==> config.mk <==
export PLATFORM = sky130hd
export DESIGN_NAME = gna_sqrt_cell
export DESIGN_NICKNAME = d
export VERILOG_FILES = /design/src/hw/rtl/gna_pkg.sv /design/src/hw/rtl/gna_sqrt_cell.sv
export SDC_FILE = /design/constraint.sdc
export NUM_CORES = 1
export LEC_CHECK = 0
export BUFFER_PORTS_ARGS = -buffer_cell sky130_fd_sc_hd__buf_2
export CORE_MARGIN = 2
export CORE_UTILIZATION = 45
export CTS_CLUSTER_SIZE = 10
export DETAILED_ROUTE_END_ITERATION = 12
export PLACE_DENSITY = 0.69
export SKIP_CTS_REPAIR_TIMING = 1
export SYNTH_ARGS = -nofsm -noshare
export SYNTH_HDL_FRONTEND = slang
export SYNTH_SLANG_ARGS = --single-unit
==> constraint.sdc <==
create_clock -name clk_i -period 15.3 [get_ports clk_i]
set_input_delay 2.295 -clock clk_i [delete_from_list [all_inputs] [get_ports clk_i]]
set_output_delay 2.295 -clock clk_i [all_outputs]
set_load 0.02 [all_outputs]
==> src/hw/rtl/gna_pkg.sv <==
package gna_pkg;

  localparam int PIXEL_BITS   = 16;
  localparam int UNIFORM_BITS = 24;
  localparam int CFG_W        = 16;
  localparam int CFG_IDX_W    = 2;

  localparam logic [CFG_IDX_W-1:0] REG_NOISE_VARIANCE = 2'd0;
  localparam logic [CFG_IDX_W-1:0] REG_NOISE_MEAN     = 2'd1;

  localparam logic [CFG_W-1:0] VARIANCE_RESET = 16'd100;
  localparam logic [CFG_W-1:0] MEAN_RESET     = 16'd0;

  // Fixed point: Q30 throughout the log and trig datapaths.
  localparam int FRAC_BITS    = 30;
  localparam int LOG_STEPS    = 30;
  localparam int HORNER_STEPS = 6;

  localparam logic [30:0] TWO_LN2_Q30 = 31'd1488522236;
  localparam logic [31:0] PI_Q30      = 32'd3373259426;
  localparam logic [30:0] Q30_ONE     = 31'h4000_0000;

  localparam int EXP_W    = $clog2(UNIFORM_BITS + 1);
  localparam int NL_W     = EXP_W + FRAC_BITS;
  localparam int ARG_W    = CFG_W + NL_W;
  localparam int SQ_STEPS = (ARG_W + 5) / 2;
  localparam int RAD_W    = 2 * SQ_STEPS;
  localparam int MAG_W    = SQ_STEPS + 1;
  localparam int WIDE_IN  = (PIXEL_BITS > CFG_W) ? PIXEL_BITS : CFG_W;
  localparam int TOT_W    = (WIDE_IN + 18 > MAG_W + 2) ? WIDE_IN + 18 : MAG_W + 2;

  // Horner divisors for the cosine and sine series, innermost term first,
  // with floor(2^30 / d) as the reciprocal.
  localparam logic [7:0]  COS_DIV   [HORNER_STEPS] = '{8'd132, 8'd90, 8'd56, 8'd30, 8'd12, 8'd2};
  localparam logic [7:0]  SIN_DIV   [HORNER_STEPS] = '{8'd156, 8'd110, 8'd72, 8'd42, 8'd20, 8'd6};
  localparam logic [29:0] COS_RECIP [HORNER_STEPS] = '{30'd8134407, 30'd11930464, 30'd19173961,
                                                       30'd35791394, 30'd89478485, 30'd536870912};
  localparam logic [29:0] SIN_RECIP [HORNER_STEPS] = '{30'd6882960, 30'd9761289, 30'd14913080,
                                                       30'd25565281, 30'd53687091, 30'd178956970};

  typedef struct packed {
    logic signed [PIXEL_BITS-1:0] pixel_in;
    logic [UNIFORM_BITS-1:0]      uniform_radius;
    logic [UNIFORM_BITS-1:0]      uniform_angle;
  } in_word_t;

  typedef struct packed {
    logic signed [PIXEL_BITS-1:0] pixel_out;
    logic                         clipped;
  } out_word_t;

endpackage

==> src/hw/rtl/gna_sqrt_cell.sv <==
module gna_sqrt_cell import gna_pkg::*; #(
  parameter int K = 0
) (
  input  logic             clk_i,
  input  logic             en_i,
  input  logic [RAD_W-1:0] v_i,
  input  logic [RAD_W-1:0] res_i,
  output logic [RAD_W-1:0] v_o,
  output logic [RAD_W-1:0] res_o
);

  logic [RAD_W-1:0] bit_w;
  logic [RAD_W:0]   trial;
  logic [RAD_W-1:0] v_d, v_q, res_d, res_q;

  // One restoring step of the digit-by-digit square root.
  always_comb begin
    bit_w = RAD_W'(1) << (2 * K);
    trial = {1'b0, res_i} + {1'b0, bit_w};
    if ({1'b0, v_i} >= trial) begin
      v_d   = v_i - trial[RAD_W-1:0];
      res_d = (res_i >> 1) + bit_w;
    end else begin
      v_d   = v_i;
      res_d = res_i >> 1;
    end
  end

  always_ff @(posedge clk_i) begin
    if (en_i) begin
      v_q   <= v_d;
      res_q <= res_d;
    end
  end

  assign v_o   = v_q;
  assign res_o = res_q;

endmodule

# Word-level counts from Yosys, hierarchy flattened
# Cells that the tools add are included.
# word_totals
ff_bits	112
latchBits	0
ramBits	0
romBits	0
n_memories	0
# classes
add_sub_neg	3
n_mul	0
div	0
n_lt_le_gt_ge	1
eq_ne	0
shift	0
mux	2
n_bitwise	0
reduce_logical	0
# op_table
cell	n
adder 56 x 1 -> 57 bit (second input constant)	1
greater-or-equal comparator 56 x 57 -> 1 bit	1
adder 55 x 1 -> 56 bit (second input constant)	1
two-way mux 56 bit	1
subtractor 56 bit	1
two-way mux 55 bit	1

# Logic depth before layout (Yosys ltp)
# depth
ltp_word	3
mapped_depth	27

# Worst setup path before layout
# OpenSTA, ideal clock, no wires.
# synth_timing
kind	input to register
startpoint	input res_i[6]
endpoint	register res_q[29] (netlist: res_o[29]) (data pin)
setup_ps	263
arrival_ps	7003
required_time_ps	15037
slack_ps	8034
cell_stages	23
path_buffers	5
cell_sequence	buf_2 > and4_1 > nand4_1 > nor4_1 > and3_1 > clkbuf_1 > and2_1 > clkbuf_1 > nand2_1 > nor2_1 > nand2_1 > xor2_1 > ha_1 > clkbuf_1 > nand4_1 > or4_1 > or4_1 > nand3_2 > a31oi_4 > or4_4 > buf_6 > nor3_2 > xor2_1
# synth_between
elab_chain_cells	3
word_cells_on_any_way	4
# synth_lines
item	line	source
from (decl)	gna_sqrt_cell.sv:7	input logic [RAD_W-1:0] res_i,
adder 56 x 1 -> 57 bit	gna_sqrt_cell.sv:19	trial = {1'b0, res_i} + {1'b0, bit_w};
greater-or-equal comparator 56 x 57 -> 1 bit	gna_sqrt_cell.sv:20	if ({1'b0, v_i} >= trial) begin
two-way mux 55 bit (*)	gna_sqrt_cell.sv:20	
named net res_d[29]	gna_sqrt_cell.sv:14	logic [RAD_W-1:0] v_d, v_q, res_d, res_q;
to (signal assigned)	gna_sqrt_cell.sv:32	res_q <= res_d;
to (decl)	gna_sqrt_cell.sv:14	
# Mark *: on every way through the listed nets, which the timed path passes. The rest lies on a longest branch.
# A chain may end at the register's enable or synchronous reset.

# Final worst setup path
# layout_timing
startpoint	input res_i[1]
endpoint	register res_q[51] (netlist: res_o[51]) (data pin)
# The elaborated chain is that of the path after synthesis.

==> results_dict.tcl <==
set metrics [dict create \
    powerDensity_nw_per_um2 90.3 \
    row_count 52 \
    yosysWarnings 0 \
    ys_seq_elements 112 \
    critical_path_arrival_ns 8.23 \
    ys_seq_area_frac 0.361 \
    cts_inserted_buffers 9 \
    setup-violations-final 0 \
    grt_pass1_vias 8197 \
    final_cell_mix "buf_2 (224), nand2_1 (156), edfxtp_1 (112), o21ai_0 (90), xnor2_1 (87)" \
    syn-cell-area_um2 9310 \
    port_buffers 225 \
    place_congestion 1.00 \
    timing_hold_violations_final 0 \
    num_vias 8676 \
    synth_edf_count 112 \
    crit_path_max_fanout 11 \
    cts_root_buf "clkbuf_16" \
    seqCellArea_um2 3360 \
    h-tree-depth 3 \
    maxSlewViolCount 0 \
    power_leakage_uw 0.00439 \
    critPathKind "primary input to flip-flop" \
    antenna_found_initial 1 \
    area_growth_pct 16.8 \
    tns_ns 0 \
    status "complete, no violations" \
    timing.final.crit_share 0.530 \
    avgSynthCellArea_um2 8.68 \
    clk_transition_reported_paths_ns 0.08 \
    die_h_um 148 \
    synth_ff_type "edfxtp_1" \
    drtIter0Drc 845 \
    multi_input_area_um2 5580 \
    fin_nets 1422 \
    end_kind "flip-flop" \
    grt_pass1_wl_um 44800 \
    track_usage 0.263 \
    clock-sinks 112 \
    post_drt_wl_per_cell_um 19.3 \
    num-fill-cells 1983 \
    startpoint "res_i[1]" \
    grt_max_degree 117 \
    cts_tree "built" \
    fmax_mhz 123 \
    peakVddDrop_mv 0.0539 \
    wl_um 29400 \
    finish.utilization 0.536 \
    relSlewSlack 0.249 \
    die_w_um 148 \
    dieArea_um2 21900 \
    grt_overflow 0 \
    synth.net_count 1246 \
    dr.pass1.iters 5 \
    vias_per_cell 5.69 \
    ant_nets 0 \
    drc 0 \
    final_common_cell "buf_2" \
    hp-start "v_i[24]" \
    synthDistinctLibCells 57 \
    initial_core_util 0.459 \
    syn-instance-count 1073 \
    required_ns 15.42 \
    async_flop_share 0 \
    cap_violations 0 \
    min_period_ns 8.11 \
    rsz0062_at_grt "false" \
    cp-start-kind "primary input" \
    clockBufferDepth 2 \
    hold_class "primary input to flip-flop" \
    coreArea_um2 20300 \
    hpwl_um 23200 \
    tightest_slew_ns 1.13 \
    ios 226 \
    drive_gt1_frac 0.212 \
]
## final timing paths
kind	endpoint	depth (start not counted)
worst max-delay path	res_o[51]	21
worst min-delay path	v_o[24]	3
## synthesized netlist by cell type (all sizes together), types with 3 or more instances
cell type  instances  share of area
or3                4         0.0027
and4               3         0.0028
o31ai              3         0.0024
inv               30          0.012
ha                58          0.078
xor2              74          0.070
nor4              11         0.0081
o21ai             92          0.049
nand2            156          0.063
xnor2             87          0.082
or4                7         0.0060
a21oi             66          0.035
buf               13         0.0079
and2              11         0.0077
and3              20          0.013
nor3              18          0.013
nor2              68          0.028
nor2b              6         0.0040
nand3             53          0.030
edfxtp           112           0.36
a31oi             13          0.010
a221oi             3         0.0028
nand2b             6         0.0040
a21o              21          0.017
a211oi             4         0.0032
nand4             40          0.027
clkbuf            50          0.020
o21bai            17          0.014
or2                5         0.0034
## routing by layer
| layer | wire length (µm) | vias up | GRT usage |
|---|---|---|---|
| met4 | 714 | 0 | 0.0805 |
| met2 | 13500 | 381 | 0.426 |
| met5 | 0 | - | 0 |
| li1 | - | 4196 | - |
| met1 | 12900 | 4059 | 0.368 |
| met3 | 2310 | 40 | 0.0352 |
## kinds of logic (layout without fill, tap and decap cells)
kind of cell / count (synthesis) / after routing / share of synthesized area
and+or+nand+nor: 409 / 409 / 0.214
AOI/OAI and AO/OA: 238 / 238 / 0.152
xor gates and xnor gates: 161 / 161 / 0.151
DFF: 112 / 112 / 0.361
buffers and inverters: 93 / 274 / 0.0402
adders and majority gates: 59 / 59 / 0.0801
muxes: 1 / 1 / 0.00108
other: 0 / 2 / 0
## state kept, by name, indices dropped and copies added (netlist names)
signal  cells
res_o      56
v_o        56
## critical path: stages
cell and delay [ns]:
buf_2 0.15, ha_1 0.21, and3_1 0.22, nand2_1 0.11, nor4_1 0.57, and3_1 0.37
and2_1 0.29, nand2_1 0.13, nor2_1 0.31, nand2_1 0.12, xor2_1 0.17, ha_1 0.36
and2_1 0.24, nand3_1 0.11, or4_1 0.47, or4_1 0.56, nand3_2 0.11, a31oi_4 0.06
nor4_2 0.93, nand3_1 0.25, xnor2_1 0.18
## area by class of cell
type / instances / area share
Clock buffer: 10 / 0.0211
Multi-Input combinational cell: 868 / 0.513
Antenna cell: 2 / 0.000460
Clock inverter: 6 / 0.00829
Timing Repair Buffer: 228 / 0.106
Tap cell: 270 / 0.0311
Inverter: 30 / 0.0104
Sequential cell: 112 / 0.309
## where the power goes
group	switching, µW	total [µW]	internal (µW)
clock network	120	265	145
registers	10.5	392	382
logic	210	325	114
total	341	982	641
## through the flow
step                cell area [µm²]  total power [µW]  worst slack (ns)  cells  hold WS (ns)
floorplan                      9310               610              8.03   1073          2.41
global placement              10500               720              7.21   1508          2.59
detailed placement            10500               721              6.95   1508          2.60
CTS                           10900               984              7.30   1524          2.22
global route                  10900              1030              6.75   1525          2.23
finish                        10900               982              7.19   1526          2.22
No activity file was read; power rests on OpenSTA's default activity.
