`config.mk`:
```
export PLATFORM = sky130hd
export DESIGN_NAME = gna_log_cell
export DESIGN_NICKNAME = d
export VERILOG_FILES = /design/src/hw/rtl/gna_pkg.sv /design/src/hw/rtl/gna_log_cell.sv
export SDC_FILE = /design/constraint.sdc
export NUM_CORES = 2
export LEC_CHECK = 0
export BUFFER_PORTS_ARGS = -buffer_cell sky130_fd_sc_hd__buf_2
export CAP_MARGIN = 20
export CORE_UTILIZATION = 59
export CTS_CLUSTER_DIAMETER = 40
export DETAILED_ROUTE_END_ITERATION = 10
export PLACE_DENSITY = 0.87
export SYNTH_ARGS = -nofsm -noshare
export SYNTH_HDL_FRONTEND = slang
export SYNTH_SLANG_ARGS = --single-unit
```
`constraint.sdc`:
```
create_clock -name clk_i -period 7.9 [get_ports clk_i]
set_input_delay 0.395 -clock clk_i [delete_from_list [all_inputs] [get_ports clk_i]]
set_output_delay 0.395 -clock clk_i [all_outputs]
set_load 0.1 [all_outputs]
```
`src/hw/rtl/gna_pkg.sv`:
```
package gna_pkg;

  localparam int PIXEL_BITS   = 16;
  localparam int UNIFORM_BITS = 24;
  localparam int CFG_W        = 16;
  localparam int CFG_IDX_W    = 2;

  localparam logic [CFG_IDX_W-1:0] REG_NOISE_VARIANCE = 2'd0;
  localparam logic [CFG_IDX_W-1:0] REG_NOISE_MEAN     = 2'd1;

  localparam logic [CFG_W-1:0] VARIANCE_RESET = 16'd100;
  localparam logic [CFG_W-1:0] MEAN_RESET     = 16'd0;

  // Fixed point: Q30 throughout the log and trig datapaths.
  localparam int FRAC_BITS    = 30;
  localparam int LOG_STEPS    = 30;
  localparam int HORNER_STEPS = 6;

  localparam logic [30:0] TWO_LN2_Q30 = 31'd1488522236;
  localparam logic [31:0] PI_Q30      = 32'd3373259426;
  localparam logic [30:0] Q30_ONE     = 31'h4000_0000;

  localparam int EXP_W    = $clog2(UNIFORM_BITS + 1);
  localparam int NL_W     = EXP_W + FRAC_BITS;
  localparam int ARG_W    = CFG_W + NL_W;
  localparam int SQ_STEPS = (ARG_W + 5) / 2;
  localparam int RAD_W    = 2 * SQ_STEPS;
  localparam int MAG_W    = SQ_STEPS + 1;
  localparam int WIDE_IN  = (PIXEL_BITS > CFG_W) ? PIXEL_BITS : CFG_W;
  localparam int TOT_W    = (WIDE_IN + 18 > MAG_W + 2) ? WIDE_IN + 18 : MAG_W + 2;

  // Horner divisors for the cosine and sine series, innermost term first,
  // with floor(2^30 / d) as the reciprocal.
  localparam logic [7:0]  COS_DIV   [HORNER_STEPS] = '{8'd132, 8'd90, 8'd56, 8'd30, 8'd12, 8'd2};
  localparam logic [7:0]  SIN_DIV   [HORNER_STEPS] = '{8'd156, 8'd110, 8'd72, 8'd42, 8'd20, 8'd6};
  localparam logic [29:0] COS_RECIP [HORNER_STEPS] = '{30'd8134407, 30'd11930464, 30'd19173961,
                                                       30'd35791394, 30'd89478485, 30'd536870912};
  localparam logic [29:0] SIN_RECIP [HORNER_STEPS] = '{30'd6882960, 30'd9761289, 30'd14913080,
                                                       30'd25565281, 30'd53687091, 30'd178956970};

  typedef struct packed {
    logic signed [PIXEL_BITS-1:0] pixel_in;
    logic [UNIFORM_BITS-1:0]      uniform_radius;
    logic [UNIFORM_BITS-1:0]      uniform_angle;
  } in_word_t;

  typedef struct packed {
    logic signed [PIXEL_BITS-1:0] pixel_out;
    logic                         clipped;
  } out_word_t;

endpackage

```
`src/hw/rtl/gna_log_cell.sv`:
```
module gna_log_cell import gna_pkg::*; #(
  parameter int IDX = 1
) (
  input  logic             clk_i,
  input  logic             en_i,
  input  logic [30:0]      m_i,
  input  logic [29:0]      frac_i,
  input  logic [EXP_W-1:0] e_i,
  output logic [30:0]      m_o,
  output logic [29:0]      frac_o,
  output logic [EXP_W-1:0] e_o
);

  logic [61:0]      sq;
  logic [31:0]      s;
  logic [30:0]      m_d, m_q;
  logic [29:0]      frac_d, frac_q;
  logic [EXP_W-1:0] e_q;

  // One bit of the fraction per squaring of the normalised mantissa.
  always_comb begin
    sq     = m_i * m_i;
    s      = sq[61:30];
    frac_d = frac_i;
    if (s[31]) begin
      m_d                    = s[31:1];
      frac_d[LOG_STEPS-IDX]  = 1'b1;
    end else begin
      m_d = s[30:0];
    end
  end

  always_ff @(posedge clk_i) begin
    if (en_i) begin
      m_q    <= m_d;
      frac_q <= frac_d;
      e_q    <= e_i;
    end
  end

  assign m_o    = m_q;
  assign frac_o = frac_q;
  assign e_o    = e_q;

endmodule

```
### Word-level counts from Yosys, hierarchy flattened

Index checks and enable logic that the tools add are counted.

* output and inout bits: 66
* flip-flop bits (word level): 66
* bits in latches: 0
* input port bits: 68
* memories kept: 0
* RAM bits: 0
* word-level logic and storage cells: 7
* ROM bits: 0

* divide/modulo/power cells: 0
* bitwise operators: 0
* $lt $le $gt $ge: 0
* add/sub/neg operators: 0
* $mul: 1
* reduce and logical (&&, ||, !) cells: 0
* shift operators: 0
* mux-type cells: 1
* equality and inequality tests: 0

Operators by type and width (number)
* $mul 31x31->62: 1
* $mux 30: 1

### Logic depth before layout (Yosys ltp)

* word-level depth: 2
* gate-level depth with buffers: 31
* gate-level depth less buffers: 27

### Least setup slack after synthesis

Ideal clock, no wire load.

* kind: input port to flip-flop
* from: input m_i[7]
* to: register m_q[24], in the netlist m_o[24], data pin
* path slack: -0.259 ns
* buffers on the path: 3
* arrival time: 7.899 ns
* stages: 28
* data required time: 7.640 ns
* path through: clkbuf_1 -> clkbuf_1 -> nand2_1 -> inv_1 -> fa_1 -> fa_1 -> fa_1 -> inv_1 -> fa_1 -> inv_1 -> fa_1 -> fa_1 -> fa_1 -> inv_1 -> fa_1 -> inv_1 -> ha_1 -> nand4_2 -> or4_4 -> or4_1 -> nor4_2 -> nor3_2 -> o31ai_4 -> and2_1 -> buf_6 -> a41o_1 -> xor2_1 -> mux2_2

* cells in the longest elaborated chain, start to end: 2

Ends and longest elaborated chain
* start: declaration: RTL line gna_log_cell.sv:6 `input logic [30:0] m_i,`
* $mul 31x31->62: RTL line gna_log_cell.sv:22 `sq = m_i * m_i;`
* $mux 30: RTL line gna_log_cell.sv:25 `if (s[31]) begin`
* net m_d[24]: RTL line gna_log_cell.sv:16 `logic [30:0] m_d, m_q;`
* end signal: assignment: RTL line gna_log_cell.sv:35 `m_q <= m_d;`
* end: declaration: RTL line gna_log_cell.sv:16

The timed path passes the listed nets, and every way through them passes these cells.
A chain may end at the register's enable or synchronous reset.

### Worst setup path in the final report

* from: input m_i[21]
* to: register m_q[26], in the netlist m_o[26], data pin

The elaborated chain is that of the path after synthesis.

==> metrics.md <==
| Metric | Value |
|---|---|
| Outcome | `finished with violations` |
| Violated checks | `capacitance limit, setup timing` |
| Routed vias | `24.1k` |
| Dpl cell area | `33,400 um2` |
| Detailed Route WL | `96,000 um` |
| TritonCTS sink count | `66` |
| Die area | `50,300 um2` |
| GP Congestion | `0.991` |
| Total number of H-tree levels | `3` |
| Crit end category | `flop` |
| RSZ-0062 raised after global routing | `yes` |
| Net Count, Synth | `4,045` |
| Detailed placement HPWL | `69,600 um` |
| Peak fanout along the critical path | `12` |
| DR pass1 iterations | `8` |
| Crit-path most repeated cell | `fa_1` |
| # nets final | `4,528` |
| Rows | `81` |
| Layout fillers | `2,914` |
| Routed len/inst | `23.3 um` |
| Vias in the first global route | `27.0k` |
| Initial Util | `59.7%` |
| Core box area | `48,800 um2` |
| DR vias/cell | `5.85` |
| WP buf/inv | `7` |
| Share of cells above drive strength 1 | `22.4%` |
| Ys Warns | `0` |
| #FFs+latches synth | `66` |
| Slew Viols, Final | `0` |
| Worst Hold Class | `in -> reg` |
| Final hold viol count | `0` |
| Least-Margin Pin Slew | `1480 ps` |
| Highest-count cells in the layout ignoring fill and taps | `inv_1, fa_1, buf_4` |
| Most common cell after layout, fill and taps aside | `inv_1` |
| Crit path DAT | `8940 ps` |
| Clock transition at path regs | `60 ps` |
| Hold-fix buffers, CTS | `0` |
| Finished Cell Area | `35,100 um2` |
| Area of the mapped netlist | `29,100 um2` |
| Total CTS buffers | `9` |
| TritonCTS clock tree | `built` |
| Number of flops mapped to enable cells by yosys | `66` |
| Clock Path Buffers | `2` |
| Antenna Nets Post-Route | `0` |
| Ys flop type | `edfxtp_1` |
| Unique masters post-synth | `68` |
| Crit share post-route | `112%` |
| Max Clk Rate | `113 MHz` |
| Worst relative slew slack | `0.811%` |
| Post-Syn Instances | `2,961` |
| DR DRC count | `0` |
| Die Width | `224 um` |
| Max Cap Viol | `1` |
| Sequential fraction of the synthesis area | `6.80%` |
| Async set or reset register ratio after synthesis | `0%` |
| Data required time of the critical path | `7990 ps` |
| Slowest-stage cell, CP | `a211oi_1` |
| CTS Root Cell | `clkbuf_16` |
| Tot GR Track Use | `35.0%` |
| Final Util | `71.9%` |
| Setup-failing EPs final | `32` |
| First-pass GRT wire length | `135,000 um` |
| Final critical-path required period | `8850 ps` |
| CP peak stage delay | `1190 ps` |
| Die height | `224 um` |
| Total gr overflow | `0` |
| # port buffers | `133` |
| Average size of a mapped cell | `9.84 um2` |
| Fin worst setup slack | `-953 ps` |
| Cell family with the largest share of critical-path delay | `adder cells` |
| Top-level port count | `134` |
| Setup CP Type | `in -> reg` |
| Largest net degree at the start of global routing | `67` |
| Startpoint Class | `input pin` |
| Initial DRC Count | `2,434` |
| Area delta synth->final | `20.5%` |
| Initial antenna violation count | `2` |
-- routing by layer --
| metal | vias up | track usage [%] | routed length (um) |
|---|---|---|---|
| met5 | - | 0 | 23 |
| met4 | 4 | 25.3 | 10300 |
| met3 | 853 | 7.28 | 10900 |
| met2 | 1897 | 61.1 | 46400 |
| met1 | 11800 | 37.9 | 28400 |
| li1 | 9543 | - | - |
-- logic make-up (layout without fill, tap and decap cells) --
| logic type | count (synthesis) | after routing | share of synthesized area, % |
|---|---|---|---|
| AND/OR/NAND/NOR | 599 | 599 | 10.0 |
| buffers and inverters | 1019 | 1507 | 13.5 |
| multiplexers | 28 | 28 | 1.06 |
| XOR/XNOR | 57 | 57 | 1.71 |
| AO/OA/AOI/OAI | 176 | 176 | 4.05 |
| flip-flops | 66 | 66 | 6.80 |
| other | 0 | 3 | 0 |
| adder cells (fa/ha/maj) | 1016 | 1016 | 62.9 |
-- synth_stat cells (3+ instances only) --
library cell	n	area, um2
inv_1	912	3420
nand2_1	287	1080
or2_2	8	50.1
a211oi_1	6	45.0
o21ai_0	28	140
a31oi_1	7	43.8
a21oi_1	53	265
ha_1	269	3370
and3_1	7	43.8
clkbuf_8	4	55.1
nand4_1	15	93.8
edfxtp_1	66	1980
xnor2_1	32	280
a21o_1	28	210
xor2_1	25	219
o21bai_1	10	75.1
and2_1	191	1190
mux2i_1	4	40.0
o211ai_1	3	22.5
nor4_1	3	18.8
nor2b_1	8	50.1
a31o_2	6	52.6
nand3_1	8	40.0
clkbuf_1	91	342
nor2_1	50	188
o21a_1	5	37.5
a2111oi_0	3	26.3
a221oi_1	3	26.3
buf_4	3	22.5
mux2_2	24	270
fa_1	747	15000
a21o_2	4	35.0
nor3_1	8	40.0
-- timing repair --
action	in CTS	in global routing
setup buffers	5	37
cloned	2	6
setup endpoints to repair	32	32
pin swaps	10	109
resized for setup	58	194
-- registers in the layout (all words and copies together), names as in the netlist --
| register | cells |
|---|---|
| e_o | 5 |
| frac_o | 30 |
| m_o | 31 |
-- through the flow --
stage                     TNS (ps)  hold WS, ps  worst slack (ps)  instances
final                       -22750          236              -953       4116
after global routing        -24070          225              -971       4113
after CTS                    -47.4          231             -25.9       4078
after detailed placement    -16730          573              -582       4055
after global placement      -13000          572              -469       4055
after floorplan                  0          494              34.2       2961
-- final cells by class --
class	instances	area (um2)	area share [%]
antenna	3	7.51	0.0214
multi-input combinational	1876	24000	68.2
tap	664	831	2.37
clock buffer	13	240	0.684
sequential	66	1980	5.64
timing repair buffer	578	4630	13.2
inverter	913	3440	9.78
clock inverter	3	40.0	0.114
-- final timing paths --
path       start         end  slack [ps]  depth (start not counted)
max      m_i[21]     m_o[26]        -950                         26
min   frac_i[13]  frac_o[13]         240                          1
Power is not shown: default switching activity piles up to over one toggle a cycle in this logic, so the estimate is an artifact.
