<file path="src/hw/rtl/gna_pkg.sv">
package gna_pkg;

  localparam int PIXEL_BITS   = 16;
  localparam int UNIFORM_BITS = 24;
  localparam int CFG_W        = 16;
  localparam int CFG_IDX_W    = 2;

  localparam logic [CFG_IDX_W-1:0] REG_NOISE_VARIANCE = 2'd0;
  localparam logic [CFG_IDX_W-1:0] REG_NOISE_MEAN     = 2'd1;

  localparam logic [CFG_W-1:0] VARIANCE_RESET = 16'd100;
  localparam logic [CFG_W-1:0] MEAN_RESET     = 16'd0;

  // Fixed point: Q30 throughout the log and trig datapaths.
  localparam int FRAC_BITS    = 30;
  localparam int LOG_STEPS    = 30;
  localparam int HORNER_STEPS = 6;

  localparam logic [30:0] TWO_LN2_Q30 = 31'd1488522236;
  localparam logic [31:0] PI_Q30      = 32'd3373259426;
  localparam logic [30:0] Q30_ONE     = 31'h4000_0000;

  localparam int EXP_W    = $clog2(UNIFORM_BITS + 1);
  localparam int NL_W     = EXP_W + FRAC_BITS;
  localparam int ARG_W    = CFG_W + NL_W;
  localparam int SQ_STEPS = (ARG_W + 5) / 2;
  localparam int RAD_W    = 2 * SQ_STEPS;
  localparam int MAG_W    = SQ_STEPS + 1;
  localparam int WIDE_IN  = (PIXEL_BITS > CFG_W) ? PIXEL_BITS : CFG_W;
  localparam int TOT_W    = (WIDE_IN + 18 > MAG_W + 2) ? WIDE_IN + 18 : MAG_W + 2;

  // Horner divisors for the cosine and sine series, innermost term first,
  // with floor(2^30 / d) as the reciprocal.
  localparam logic [7:0]  COS_DIV   [HORNER_STEPS] = '{8'd132, 8'd90, 8'd56, 8'd30, 8'd12, 8'd2};
  localparam logic [7:0]  SIN_DIV   [HORNER_STEPS] = '{8'd156, 8'd110, 8'd72, 8'd42, 8'd20, 8'd6};
  localparam logic [29:0] COS_RECIP [HORNER_STEPS] = '{30'd8134407, 30'd11930464, 30'd19173961,
                                                       30'd35791394, 30'd89478485, 30'd536870912};
  localparam logic [29:0] SIN_RECIP [HORNER_STEPS] = '{30'd6882960, 30'd9761289, 30'd14913080,
                                                       30'd25565281, 30'd53687091, 30'd178956970};

  typedef struct packed {
    logic signed [PIXEL_BITS-1:0] pixel_in;
    logic [UNIFORM_BITS-1:0]      uniform_radius;
    logic [UNIFORM_BITS-1:0]      uniform_angle;
  } in_word_t;

  typedef struct packed {
    logic signed [PIXEL_BITS-1:0] pixel_out;
    logic                         clipped;
  } out_word_t;

endpackage

</file>
<file path="src/hw/rtl/gna_horner_cell.sv">
module gna_horner_cell import gna_pkg::*; #(
  parameter int IDX = 0
) (
  input  logic        clk_i,
  input  logic        en_i,
  input  logic [29:0] x2_i,
  input  logic [29:0] x_i,
  input  logic [30:0] v_i,
  input  logic        sel_i,
  output logic [29:0] x2_o,
  output logic [29:0] x_o,
  output logic [30:0] v_o,
  output logic        sel_o
);

  logic [60:0] pa_full;
  logic [29:0] pa_q, pb_q;
  logic [29:0] x2a_q, x2b_q, x2c_q, xa_q, xb_q, xc_q;
  logic        sela_q, selb_q, selc_q;
  logic [29:0] recip;
  logic [59:0] qb_full;
  logic [29:0] q0_q;
  logic [7:0]  dv;
  logic [37:0] prod_c, rem_c;
  logic [29:0] q_c;
  logic [30:0] v_q;

  // Stage a: product with x^2. Stage b: reciprocal multiply.
  // Stage c: correct the quotient by at most one and subtract from one.
  always_comb begin
    pa_full = x2_i * v_i;
    recip   = sela_q ? SIN_RECIP[IDX] : COS_RECIP[IDX];
    qb_full = pa_q * recip;
    dv      = selb_q ? SIN_DIV[IDX] : COS_DIV[IDX];
    prod_c  = q0_q * dv;
    rem_c   = 38'(pb_q) - prod_c;
    q_c     = (rem_c >= 38'(dv)) ? q0_q + 30'd1 : q0_q;
  end

  always_ff @(posedge clk_i) begin
    if (en_i) begin
      pa_q   <= pa_full[59:30];
      x2a_q  <= x2_i;
      xa_q   <= x_i;
      sela_q <= sel_i;
      q0_q   <= qb_full[59:30];
      pb_q   <= pa_q;
      x2b_q  <= x2a_q;
      xb_q   <= xa_q;
      selb_q <= sela_q;
      v_q    <= Q30_ONE - 31'(q_c);
      x2c_q  <= x2b_q;
      xc_q   <= xb_q;
      selc_q <= selb_q;
    end
  end

  assign x2_o  = x2c_q;
  assign x_o   = xc_q;
  assign v_o   = v_q;
  assign sel_o = selc_q;

endmodule

</file>
<file path="config.mk">
export PLATFORM = sky130hd
export DESIGN_NAME = gna_horner_cell
export DESIGN_NICKNAME = d
export VERILOG_FILES = /design/src/hw/rtl/gna_pkg.sv /design/src/hw/rtl/gna_horner_cell.sv
export SDC_FILE = /design/constraint.sdc
export NUM_CORES = 2
export LEC_CHECK = 0
export BUFFER_PORTS_ARGS = -buffer_cell sky130_fd_sc_hd__buf_2
export CAP_MARGIN = 20
export CORE_MARGIN = 4
export CORE_UTILIZATION = 31
export DETAILED_ROUTE_END_ITERATION = 7
export GPL_TIMING_DRIVEN = 0
export MAX_ROUTING_LAYER = met4
export SLEW_MARGIN = 20
export SYNTH_ARGS = -nofsm -noshare
export SYNTH_HDL_FRONTEND = slang
export SYNTH_SLANG_ARGS = --single-unit
</file>
<file path="constraint.sdc">
create_clock -name clk_i -period 10.88 [get_ports clk_i]
set_clock_uncertainty 0.05 [all_clocks]
set_input_delay 1.088 -clock clk_i [delete_from_list [all_inputs] [get_ports clk_i]]
set_output_delay 1.088 -clock clk_i [all_outputs]
set_load 0.005 [all_outputs]
</file>
# Word-level counts from Yosys, hierarchy flattened
# Cells that the tools add are included.
dict set report word_totals {
  register_bits 304
  latchBits 0
  mem_bits_rw 0
  romBits 0
  inputBits 94
  out_inout_bits 92
  wordCells 23
  mem_count 0
}
dict set report op_classes {
  addsub 3
  n_mul 3
  div_mod_pow 0
  n_lt_le_gt_ge 1
  eq_ne 0
  shifts 0
  muxes 3
  bitwise_logic 0
  n_reduce_logical 0
}
# op n
set op_table {}
lappend op_table {{multiplier 30 x 31 -> 60 bit} 1}
lappend op_table {{multiplier 30 x 23 -> 53 bit} 1}
lappend op_table {{greater-or-equal comparator 38 x 8 -> 1 bit} 1}
lappend op_table {{multiplier 30 x 8 -> 38 bit} 1}
lappend op_table {{subtractor 30 x 38 -> 38 bit} 1}
lappend op_table {{subtractor 31 x 30 -> 31 bit (first input constant)} 1}
lappend op_table {{adder 30 x 1 -> 30 bit (second input constant)} 1}
lappend op_table {{two-way mux 30 bit} 1}
lappend op_table {{two-way mux 21 bit} 1}
lappend op_table {{two-way mux 5 bit} 1}

# Longest topological paths before layout
dict set report logic_depth {
  word_depth 6
  mapped_depth 32
}

# Least setup slack after synthesis
# Ideal clock, no wire load.
dict set report synth_timing {
  path_type {input-to-reg}
  from {in v_i[20]}
  to {reg pa_q[29], data pin}
  setup_time_ns 0.260
  t_arrival_ns 7.922
  path_slack_ns 2.648
  cell_stages 29
  path_buffers 1
  path_cell_list {clkbuf_1 > nand2_1 > fa_1 > fa_1 > inv_1 > fa_1 > inv_1 > fa_1 > inv_1 > fa_1 > inv_1 > fa_1 > inv_1 > fa_1 > inv_1 > fa_1 > inv_1 > ha_1 > nand4_1 > nor3_1 > o21ai_0 > a21o_1 > a211o_1 > a31oi_1 > o2111ai_1 > a211oi_1 > or3_1 > a31oi_1 > xnor2_1}
}
dict set report synth_between {
  elab_chain_cells 1
}
# element line
set synth_lines {}
lappend synth_lines {{from (decl)} gna_horner_cell.sv:8} ;# input logic [30:0] v_i,
lappend synth_lines {{multiplier 30 x 31 -> 60 bit} gna_horner_cell.sv:31} ;# pa_full = x2_i * v_i;
lappend synth_lines {{net pa_full[59]} gna_horner_cell.sv:16} ;# logic [60:0] pa_full;
lappend synth_lines {{to (signal assigned)} gna_horner_cell.sv:42} ;# pa_q <= pa_full[59:30];
lappend synth_lines {{to (decl)} gna_horner_cell.sv:17} ;# logic [29:0] pa_q, pb_q;
# The timed path passes the listed nets, and every way through them passes these cells.
# A chain may end at the register's enable or synchronous reset.

# Worst setup path in the final report
dict set report layout_timing {
  from {in x2_i[18]}
  to {reg pa_q[29], data pin}
}
dict set report layout_between {
  elab_chain_cells 1
}
# element line
set layout_lines {}
lappend layout_lines {{from (decl)} gna_horner_cell.sv:6} ;# input logic [29:0] x2_i,
lappend layout_lines {{multiplier 30 x 31 -> 60 bit} gna_horner_cell.sv:31}
lappend layout_lines {{net pa_full[59]} gna_horner_cell.sv:16}
# The timed path passes the listed nets, and every way through them passes these cells.

==> flow_metrics.env <==
export IMPL_status="completed"
export IMPL_wl_mm=172
export IMPL_rsz0062_at_grt="no"
export IMPL_crit_fanout=10
export IMPL_cts_tree="done"
export IMPL_slowest_stage="clkbuf_1"
export IMPL_fmax_mhz=100
export IMPL_drc=0
export IMPL_clk_latency_ns=0.58
export IMPL_syn_area_sq_mm=0.0575
export IMPL_placementRows=157
export IMPL_syn_avg_cell_area_sq_um=10.0
export IMPL_syn_to_final_growth_pct=9.29
export IMPL_grt_pass1_wl_mm=266
export IMPL_cts_setup_buffers=0
export IMPL_finalSetupViolCount=0
export IMPL_period_share=0.917
export IMPL_endpoint_kind="register"
export IMPL_critPathKind="input pin to register"
export IMPL_htreeDepth=2
export IMPL_required_ns=11.15
export IMPL_ys_ff_latch=297
export IMPL_cpPeakStageDelay_ns=0.88
export IMPL_vias=39300
export IMPL_relSlewSlack=0.209
export IMPL_die_h_microns=439
export IMPL_synthArstFlopShare=0
export IMPL_maxCapViolCount=0
export IMPL_wire_per_inst_microns=20.3
export IMPL_min_path_type="register to register"
export IMPL_coreArea_sq_mm=0.184
export IMPL_grt_pass1_vias=43500
export IMPL_antenna_found_initial=10
export IMPL_postRouteAntennaNets=0
export IMPL_synthTopCellsByCount="inv_1, fa_1, nand2_1"
export IMPL_cts_sink_count=297
export IMPL_yosysUniqueCellTypes=88
export IMPL_clk_path_buf_depth=3
export IMPL_arrival_ns=10.24
export IMPL_start_util=0.313
export IMPL_fin_tns_setup_ns=0
export IMPL_cts_hold_buf=0
export IMPL_cp_start_kind="input pin"
export IMPL_root_buffer="clkbuf_16"
export IMPL_min_period_ns=9.98
export IMPL_synth_edf_count=297
export IMPL_finalNetCount=7890
export IMPL_viasPerCell=4.64
export IMPL_synth_area_leader_cell="fa_1"
export IMPL_cpMostUsedCell="fa_1"
export IMPL_tightest_slew_ns=1.19
export IMPL_first_pass_iters=5
export IMPL_numPortBuffers=157
export IMPL_yosysMostFrequentCell="inv_1"
export IMPL_path_clk_slew_ns=0.06
export IMPL_drtIter0Drc=2622
export IMPL_gp_congestion=0.987
export IMPL_hpwl_mm=146
export IMPL_cts_buffers=36
export IMPL_yosys_most_used_dff="edfxtp_1"
export IMPL_finalHoldViolations=0
export IMPL_die_area_sq_mm=0.193
export IMPL_cts_resized=0
export IMPL_synth_top_cell_area_share=0.420
export IMPL_grt_max_degree=97
export IMPL_ios=186
export IMPL_seq_area_frac_synth=0.155
export IMPL_die_w_microns=439
export IMPL_yosys_warnings=0
export IMPL_overflow=0
export IMPL_synthCells=5750
export IMPL_drive_above_1_share=0.0446
export IMPL_grt_usage=0.188
export IMPL_synth_area_leaders="fa_1, edfxtp_1, ha_1"
export IMPL_slew_violations=0
## final cells by class
| cell class | count | area (sq um) |
|---|---|---|
| sequential | 297 | 8920 |
| multi-input combinational | 3670 | 41900 |
| clock buffer | 38 | 908 |
| inverter | 1583 | 5940 |
| fill | 18900 | 121000 |
| timing repair buffer | 162 | 905 |
| tap | 2464 | 3080 |
| buffer | 226 | 868 |
| antenna | 9 | 22.5 |
| clock inverter | 27 | 327 |
## state kept, by name, indices dropped and copies added (netlist names)
name	flops
x2_o	30
pa_q	30
selb_q	1
pb_q	30
xa_q	30
x2a_q	30
sel_o	1
sela_q	1
x_o	30
v_o	31
q0_q	23
x2b_q	30
xb_q	30
## placed cells by master, fill, tap and decap left out, drive strengths merged, types with 11 or more instances in the layout
| cell | netlist | layout |
|---|---|---|
| conb | 2 | 28 |
| and2 | 382 | 382 |
| edfxtp | 297 | 297 |
| buf | 15 | 177 |
| ha | 613 | 613 |
| xnor2 | 89 | 89 |
| nand2 | 672 | 672 |
| nor2 | 103 | 103 |
| inv | 1582 | 1585 |
| nand4 | 23 | 23 |
| or2 | 23 | 23 |
| a31oi | 14 | 14 |
| and3 | 13 | 13 |
| nor2b | 15 | 15 |
| nand2b | 38 | 38 |
| o21a | 20 | 20 |
| fa | 1207 | 1207 |
| nor4 | 13 | 13 |
| clkinv | 1 | 15 |
| nor3 | 37 | 37 |
| xor2 | 33 | 33 |
| nand3 | 40 | 40 |
| a21o | 40 | 40 |
| a211oi | 19 | 19 |
| o21ai | 48 | 48 |
| or3 | 11 | 11 |
| a21oi | 80 | 80 |
| clkbuf | 211 | 249 |
## cell families (layout without fill, tap and decap cells)
kind of cell	Yosys count	in the layout	synth area share
flops	297	297	0.155
xor+xnor	122	122	0.0187
fa+ha+maj	1820	1820	0.553
compound gates	300	300	0.0356
mux	8	8	0.00141
simple gates	1392	1392	0.117
other cells	2	37	0.000131
buf+inv	1809	2036	0.118
## through the flow
stage	hold slack, ns	cell area, sq um	utilization	cells	setup WS (ns)
3_3_place_gp	0.350	61500	0.334	8397	0.303
4_1_cts	0.363	62800	0.342	8465	0.861
5_1_grt	0.372	62900	0.342	8476	0.507
3_5_place_dp	0.355	61600	0.335	8400	0.314
2_1_floorplan	0.350	57600	-	5776	2.65
6_report	0.364	62900	0.342	8476	0.903
## final timing paths
| kind | startpoint | endpoint | slack (ns) | cells past startpoint |
|---|---|---|---|---|
| worst max-delay path | x2_i[18] | pa_q[29]$_DFFE_PP_ | 0.90 | 30 |
| worst min-delay path | x2a_q[23]$_DFFE_PP_ | x2b_q[23]$_DFFE_PP_ | 0.36 | 0 |
| worst max register to register | selb_q$_DFFE_PP_ | v_o[14]$_DFFE_PP_ | 1.15 | 28 |
| worst min register to register | x2a_q[23]$_DFFE_PP_ | x2b_q[23]$_DFFE_PP_ | 0.36 | 0 |
## per-layer routing
| metal | up-vias | GRT usage | wire [microns] |
|---|---|---|---|
| met2 | 1335 | 0.306 | 82200 |
| met3 | 293 | 0.0352 | 12200 |
| met5 | - | - | 0 |
| li1 | 17600 | - | - |
| met4 | 0 | 0.0758 | 8020 |
| met1 | 20100 | 0.231 | 69500 |
## critical path, delay by kind of cell
| family | cells | cell delay (ns) |
|---|---|---|
| xor gates and xnor gates | 1 | 0.13 |
| and+or+nand+nor | 4 | 0.88 |
| AOI/OAI and AO/OA | 7 | 2.18 |
| adders and majority gates | 9 | 4.44 |
| buffers and inverters | 9 | 1.51 |
Power is left out: the tool's default activity adds up to more than one toggle a clock period on the data nets, which glitch-free logic cannot reach.
